<file path="src/sv/kdlp_pkg.sv">
// ----------------------------------------------------------------------------
// kdlp_pkg
// shared types and constants for the key debouncer with long-press detection
// ----------------------------------------------------------------------------
package kdlp_pkg;

    localparam int unsigned KeyW    = 8;
    localparam int unsigned HoldW   = 16;
    localparam int unsigned RelW    = 8;
    localparam int unsigned CfgIdxW = 8;
    localparam int unsigned CfgDatW = 16;

    localparam logic [HoldW-1:0] PressConfirmReset = 16'd100;
    localparam logic [HoldW-1:0] LongPressReset    = 16'd6000;
    localparam logic [RelW-1:0]  ReleaseReset      = 8'd20;
    localparam logic [RelW-1:0]  RearmReset        = 8'd2;

    localparam logic [KeyW-1:0]  LongFlag = 8'h80;
    localparam logic [KeyW-1:0]  NoKey    = 8'h00;

    typedef enum logic [CfgIdxW-1:0] {
        REG_PRESS_CONFIRM = 8'd0,
        REG_LONG_PRESS    = 8'd1,
        REG_RELEASE       = 8'd2,
        REG_REARM         = 8'd3
    } cfg_reg_t;

    typedef enum logic [2:0] {
        PH_IDLE    = 3'd0,
        PH_CONFIRM = 3'd1,
        PH_HELD    = 3'd2,
        PH_REPORT  = 3'd3,
        PH_REARM   = 3'd4
    } phase_t;

endpackage

</file>
<file path="src/sv/key_debounce_long_press_top.sv">
// ----------------------------------------------------------------------------
// key_debounce_long_press_top
// scan-tick key debouncer reporting short and long presses
// ----------------------------------------------------------------------------
// usage:
//   s_ channel: one beat per scan tick, s_tdata holds the pressed-key mask
//   m_ channel: one beat for every input beat, m_tdata holds the key code
//     (zero for no key, else the captured mask, bit 7 set on a long press)
//   cfg channel: cfg_index selects the register (0 press confirm count,
//     1 long press count, 2 release count, 3 rearm count), cfg_data the
//     value; cfg_ready is always high, other indexes are dropped
// output: m_ carries the registered result in the cycle after its input beat
// throughput: one beat per cycle unless m_ stalls; the phase machine and both
//   counters update from the current state and the incoming sample
// stall: a single output register holds the result; while it is full and
//   m_tready is low, s_tready is low and the machine holds its state
// reset: aresetn (synchronous, low) returns the machine to idle, clears the
//   counters, empties the output register and loads the register defaults
// ----------------------------------------------------------------------------
module key_debounce_long_press_top (
    input  logic                              aclk,
    input  logic                              aresetn,
    // tdata: [7:0] keys_pressed
    input  logic                              s_tvalid,
    output logic                              s_tready,
    input  logic [kdlp_pkg::KeyW-1:0]         s_tdata,
    // tdata: [7:0] key_code
    output logic                              m_tvalid,
    input  logic                              m_tready,
    output logic [kdlp_pkg::KeyW-1:0]         m_tdata,
    input  logic                              cfg_valid,
    output logic                              cfg_ready,
    input  logic [kdlp_pkg::CfgIdxW-1:0]      cfg_index,
    input  logic [kdlp_pkg::CfgDatW-1:0]      cfg_data
);

    localparam logic [kdlp_pkg::HoldW-1:0] HoldMax = '1;
    localparam logic [kdlp_pkg::RelW-1:0]  RelMax  = '1;

    logic [kdlp_pkg::HoldW-1:0] press_cfg_reg;
    logic [kdlp_pkg::HoldW-1:0] long_cfg_reg;
    logic [kdlp_pkg::RelW-1:0]  rel_cfg_reg;
    logic [kdlp_pkg::RelW-1:0]  rearm_cfg_reg;

    kdlp_pkg::phase_t           phase_reg, phase_next;
    logic [kdlp_pkg::KeyW-1:0]  captured_reg, captured_next;
    logic [kdlp_pkg::KeyW-1:0]  pending_reg, pending_next;
    logic [kdlp_pkg::HoldW-1:0] hold_reg, hold_next;
    logic [kdlp_pkg::RelW-1:0]  rel_reg, rel_next;

    logic                       out_valid_reg, out_valid_next;
    logic [kdlp_pkg::KeyW-1:0]  out_code_reg, out_code_next;

    logic                       in_beat;
    logic                       keys_same;
    logic                       keys_none;
    logic [kdlp_pkg::HoldW-1:0] hold_inc;
    logic [kdlp_pkg::RelW-1:0]  rel_inc;
    logic [kdlp_pkg::KeyW-1:0]  code;

    assign cfg_ready = 1'b1;
    assign s_tready  = !out_valid_reg || m_tready;
    assign in_beat   = s_tvalid && s_tready;
    assign m_tvalid  = out_valid_reg;
    assign m_tdata   = out_code_reg;

    assign keys_same = (s_tdata == captured_reg);
    assign keys_none = (s_tdata == kdlp_pkg::NoKey);
    // both counters saturate
    assign hold_inc  = (hold_reg == HoldMax) ? hold_reg : hold_reg + 1'b1;
    assign rel_inc   = (rel_reg == RelMax) ? rel_reg : rel_reg + 1'b1;

    // configuration registers
    always_ff @(posedge aclk) begin
        if (!aresetn) begin
            press_cfg_reg <= kdlp_pkg::PressConfirmReset;
            long_cfg_reg  <= kdlp_pkg::LongPressReset;
            rel_cfg_reg   <= kdlp_pkg::ReleaseReset;
            rearm_cfg_reg <= kdlp_pkg::RearmReset;
        end else if (cfg_valid && cfg_ready) begin
            unique case (cfg_index)
                kdlp_pkg::REG_PRESS_CONFIRM: press_cfg_reg <= cfg_data;
                kdlp_pkg::REG_LONG_PRESS:    long_cfg_reg  <= cfg_data;
                kdlp_pkg::REG_RELEASE:       rel_cfg_reg   <= cfg_data[kdlp_pkg::RelW-1:0];
                kdlp_pkg::REG_REARM:         rearm_cfg_reg <= cfg_data[kdlp_pkg::RelW-1:0];
                default: ;
            endcase
        end
    end

    // next phase
    always_comb begin
        phase_next = phase_reg;
        unique case (phase_reg)
            kdlp_pkg::PH_IDLE: begin
                if (!keys_none) phase_next = kdlp_pkg::PH_CONFIRM;
            end
            kdlp_pkg::PH_CONFIRM: begin
                if (!keys_same) begin
                    phase_next = kdlp_pkg::PH_IDLE;
                end else if (hold_inc > press_cfg_reg) begin
                    phase_next = kdlp_pkg::PH_HELD;
                end
            end
            kdlp_pkg::PH_HELD: begin
                if (keys_same) begin
                    if (hold_inc > long_cfg_reg) phase_next = kdlp_pkg::PH_REPORT;
                end else if (keys_none && (rel_inc > rel_cfg_reg)) begin
                    phase_next = kdlp_pkg::PH_REPORT;
                end
            end
            kdlp_pkg::PH_REPORT: phase_next = kdlp_pkg::PH_REARM;
            kdlp_pkg::PH_REARM: begin
                if (keys_none && (rel_inc > rearm_cfg_reg)) phase_next = kdlp_pkg::PH_IDLE;
            end
            default: phase_next = kdlp_pkg::PH_IDLE;
        endcase
    end

    // counters, captured pattern and reported code
    always_comb begin
        captured_next = captured_reg;
        pending_next  = pending_reg;
        hold_next     = hold_reg;
        rel_next      = rel_reg;
        code          = kdlp_pkg::NoKey;
        unique case (phase_reg)
            kdlp_pkg::PH_IDLE: begin
                if (!keys_none) begin
                    captured_next = s_tdata;
                    hold_next     = '0;
                    rel_next      = '0;
                end
            end
            kdlp_pkg::PH_CONFIRM: begin
                if (keys_same) begin
                    if (hold_inc > press_cfg_reg) begin
                        pending_next = captured_reg;
                        hold_next    = '0;
                    end else begin
                        hold_next    = hold_inc;
                    end
                end
            end
            kdlp_pkg::PH_HELD: begin
                if (keys_same) begin
                    if (hold_inc > long_cfg_reg) begin
                        pending_next = pending_reg | kdlp_pkg::LongFlag;
                        hold_next    = '0;
                    end else begin
                        hold_next    = hold_inc;
                    end
                end else if (keys_none) begin
                    rel_next = rel_inc;
                    if (rel_inc > rel_cfg_reg) pending_next = captured_reg;
                end
            end
            kdlp_pkg::PH_REPORT: code = pending_reg;
            kdlp_pkg::PH_REARM: begin
                if (keys_none) rel_next = rel_inc;
            end
            default: ;
        endcase
    end

    // output register: loads on an input beat, empties when taken
    always_comb begin
        out_valid_next = out_valid_reg;
        out_code_next  = out_code_reg;
        if (in_beat) begin
            out_valid_next = 1'b1;
            out_code_next  = code;
        end else if (m_tready) begin
            out_valid_next = 1'b0;
        end
    end

    always_ff @(posedge aclk) begin
        if (!aresetn) begin
            phase_reg     <= kdlp_pkg::PH_IDLE;
            captured_reg  <= kdlp_pkg::NoKey;
            pending_reg   <= kdlp_pkg::NoKey;
            hold_reg      <= '0;
            rel_reg       <= '0;
            out_valid_reg <= 1'b0;
        end else begin
            if (in_beat) begin
                phase_reg    <= phase_next;
                captured_reg <= captured_next;
                pending_reg  <= pending_next;
                hold_reg     <= hold_next;
                rel_reg      <= rel_next;
            end
            out_valid_reg <= out_valid_next;
        end
    end

    always_ff @(posedge aclk) begin
        out_code_reg <= out_code_next;
    end

endmodule

</file>
<file path="config.mk">
export PLATFORM = sky130hd
export DESIGN_NAME = key_debounce_long_press_top
export DESIGN_NICKNAME = d
export VERILOG_FILES = /design/src/sv/kdlp_pkg.sv /design/src/sv/key_debounce_long_press_top.sv
export SDC_FILE = /design/constraint.sdc
export NUM_CORES = 1
export LEC_CHECK = 0
export ABC_AREA = 1
export BUFFER_PORTS_ARGS = -buffer_cell sky130_fd_sc_hd__buf_2
export CAP_MARGIN = 20
export CORE_ASPECT_RATIO = 0.9
export CORE_MARGIN = 4
export CORE_UTILIZATION = 50
export DETAILED_ROUTE_END_ITERATION = 16
export GPL_TIMING_DRIVEN = 0
export HOLD_SLACK_MARGIN = 0.1
export PLACE_DENSITY = 0.7
export SYNTH_ARGS = -nofsm -noshare
export SYNTH_HDL_FRONTEND = slang
export SYNTH_SLANG_ARGS = --single-unit
</file>
<file path="constraint.sdc">
create_clock -name aclk -period 3.43 [get_ports aclk]
set_input_delay 0.5145 -clock aclk [delete_from_list [all_inputs] [get_ports aclk]]
set_output_delay 0.5145 -clock aclk [all_outputs]
set_load 0.05 [all_outputs]
</file>
==> impl_metrics.toml <==
[status]
outcome = "complete, no violations"

[floorplan]
num_rows = 37
ios = 48
coreArea_mm2 = 0.0115
die_x_um = 122
initial_core_util_pct = 51.2
chipHeight_um = 111
die-area_mm2 = 0.0136

[layout]
nNetsFinal = 970
fin_util_pct = 58.5
multi_input_area_mm2 = 0.00325
fill_cells = 1148
drive_above_1_share_pct = 13.4
antenna_cells = 0
seq_area_mm2 = 0.00208
syn_to_final_growth_pct = 14.2

[clock_tree]
cts_tree = "yes"
cts-hold-fix-buffers = 0
cts_sinks = 100
clock-root-buffer = "clkbuf_16"
cts_buffer_depth = 2
cts_buffers = 9
path_clk_slew_ps = 70
clk_latency_ps = 340
htreeDepth = 3

[critical_path]
worstPathRequired_ps = 3670
cp_max_fo = 10
crit_path_end_kind = "flip-flop"
cp_data_arrival_time_ps = 3390
path_class = "flip-flop to flip-flop"
r2r_cells = 21
start_kind = "flip-flop"

[logic_synthesis]
synthCells = 826
yosys_warnings = 0
avgSynthCellArea_um2 = 7.12
synth-edff-count = 8
async_flop_share_pct = 0
synthFlopType = "dfxtp_1"
syn-num-nets = 913
seq_area_frac_synth_pct = 35.4
yosysUniqueCellTypes = 39
syn_area_mm2 = 0.00588
ys_seq_elements = 100

[global_routing]
grt_max_degree = 17
overflow = 0
grt_pass1_wl_um = 23400
antenna_found_initial = 0
groute.usage.overall_pct = 21.2
grt_pass1_vias = 4933

[timing]
timing_hold_violations_final = 0
setup_violations = 0
skew_ps = 5.88
worst_pin_slew_ps = 603
fmax_ghz = 0.317
period_share_pct = 91.9
finalMaxSlewViolations = 0
slew_headroom_pct = 59.8
period_minus_slack_ps = 3150
whs_ps = 405

[place]
hpwl_um = 10400
io_buffers = 45
gp_congestion = 0.896

[detailed_routing]
totalWireLength_um = 13800
wl_per_cell_um = 13.2
dr.pass1.iters = 4
drt_iter0_markers = 308
route.vias.total = 5263
antenna_left = 0
via_per_inst = 5.04
drc = 0

[power]
comb_power_share_pct = 12.2
pwr-share-seq_pct = 43.8
p_switching_mw = 0.699
peakVddDrop_uv = 321
power_frac_clock_pct = 44.0
p_sw_share_pct = 25.0
power.leakage_nw = 3.22
power_density_mw_per_mm2 = 416
p_int_mw = 2.10

[job]
maxCapViolations = 0

[hold_path]
hold_path.class = "input pin to flip-flop"
holdPathStages = 3
[final cells by class]
cell class                 count  area share, %
multi-input combinational    578           48.4
sequential                   100           31.1
inverter                     126           7.05
timing repair buffer          47           3.58
clock buffer                   9           3.36
tap                          156           2.91
clock inverter                 7           2.03
buffer                        21           1.58
[worst max-delay path, cell delays in order (launching register included)]
cell and delay (ps):
dfxtp_2 370, ha_2 200, nand2_2 70, nor2_4 130, inv_2 80, nor2_8 190
inv_2 70, nor2_4 210, a21oi_1 60, inv_1 140, ha_1 280, a21oi_1 120
o21ai_0 120, a21oi_1 200, nand2_1 110, nand2_2 110, nand2_1 120, nand3_2 150
buf_6 160, nand2_1 50, nand2_1 50, nor2_1 40
[timing repair]
item / CTS / global route
endpoints found under the setup margin: 0 / 26
buffers inserted: 0 / 2
gates resized for setup: 0 / 11
[per-stage QoR]
| step | cells | cell area (µm²) | worst slack, ps | TNS [ps] | power [mW] |
|---|---|---|---|---|---|
| 2_1_floorplan | 826 | 5880 | 636 | 0 | 1.49 |
| 3_3_place_gp | 1027 | 6300 | 91.0 | 0 | 1.59 |
| 3_5_place_dp | 1027 | 6300 | 68.5 | 0 | 1.59 |
| 4_1_cts | 1043 | 6660 | 29.8 | 0 | 2.81 |
| 5_1_grt | 1044 | 6710 | -3.31 | -3.31 | 2.90 |
| 6_report | 1044 | 6710 | 278 | 0 | 2.80 |
[cell usage in the layout, fill, tap and decap left out, types with 5 or more instances in the layout]
master / count
o211ai_1: 13
nand4_1: 9
a21oi_1: 89
buf_2: 49
nor2_4: 5
clkbuf_1: 13
inv_2: 10
nand3_1: 38
edfxtp_1: 8
nor2_1: 78
xnor2_1: 9
nand2_2: 7
ha_1: 49
a21o_1: 5
clkbuf_16: 9
o21ai_0: 50
inv_1: 114
dfxtp_1: 90
nand2_1: 184
[power by group through the flow]
stage / Clock, mW / Sequential [mW] / Combinational [mW]
final: 1.23 / 1.22 / 0.341
after global routing: 1.29 / 1.23 / 0.382
after CTS: 1.25 / 1.22 / 0.339
after detailed placement: 0 / 1.25 / 0.336
after global placement: 0 / 1.25 / 0.335
after floorplan: 0 / 1.27 / 0.224
[per-layer routing]
layer	GRT usage, %	vias to the layer above	routed length [µm]
li1	-	2791	-
met1	29.6	2351	6690
met2	34.0	104	6320
met3	3.88	17	607
met4	4.63	0	204
met5	0	-	0
[cell usage after synthesis (3+ instances only)]
| cell type | n | share of area (%) |
|---|---|---|
| nor2_4 | 5 | 0.96 |
| clkbuf_1 | 13 | 0.83 |
| nor2_2 | 3 | 0.32 |
| buf_2 | 4 | 0.34 |
| nand2_2 | 6 | 0.64 |
| nand2_1 | 186 | 12 |
| xnor2_1 | 9 | 1.3 |
| inv_1 | 114 | 7.3 |
| edfxtp_1 | 8 | 4.1 |
| a21o_1 | 5 | 0.64 |
| ha_1 | 50 | 11 |
| nand4_2 | 3 | 0.64 |
| nor2_1 | 78 | 5.0 |
| nand3_1 | 38 | 3.2 |
| inv_2 | 10 | 0.64 |
| buf_4 | 3 | 0.38 |
| o211ai_1 | 13 | 1.7 |
| nor3_1 | 7 | 0.60 |
| o21ai_0 | 50 | 4.3 |
| or2_2 | 3 | 0.32 |
| nand3_2 | 4 | 0.68 |
| nand4_1 | 9 | 0.96 |
| a21oi_1 | 89 | 7.6 |
| dfxtp_1 | 92 | 31 |
| xor2_1 | 4 | 0.60 |
[logic make-up after synthesis]
family          count (synthesis)  share of synthesized area, %
fa+ha+maj                      50                          10.6
simple gates                  350                          26.7
flops                         100                          35.4
buf+inv                       148                          9.98
xor+xnor                       13                          1.94
other cells                     1                        0.0638
compound gates                164                          15.2
[worst paths after layout]
kind	slack [ps]	endpoint	start
max	280	pending_reg[5]	hold_reg[0]
min	400	long_cfg_reg[8]	cfg_data[8]
max reg2reg	280	pending_reg[5]	hold_reg[0]
min reg2reg	460	press_cfg_reg[15]	press_cfg_reg[15]
No activity file was read; power rests on OpenSTA's default activity.
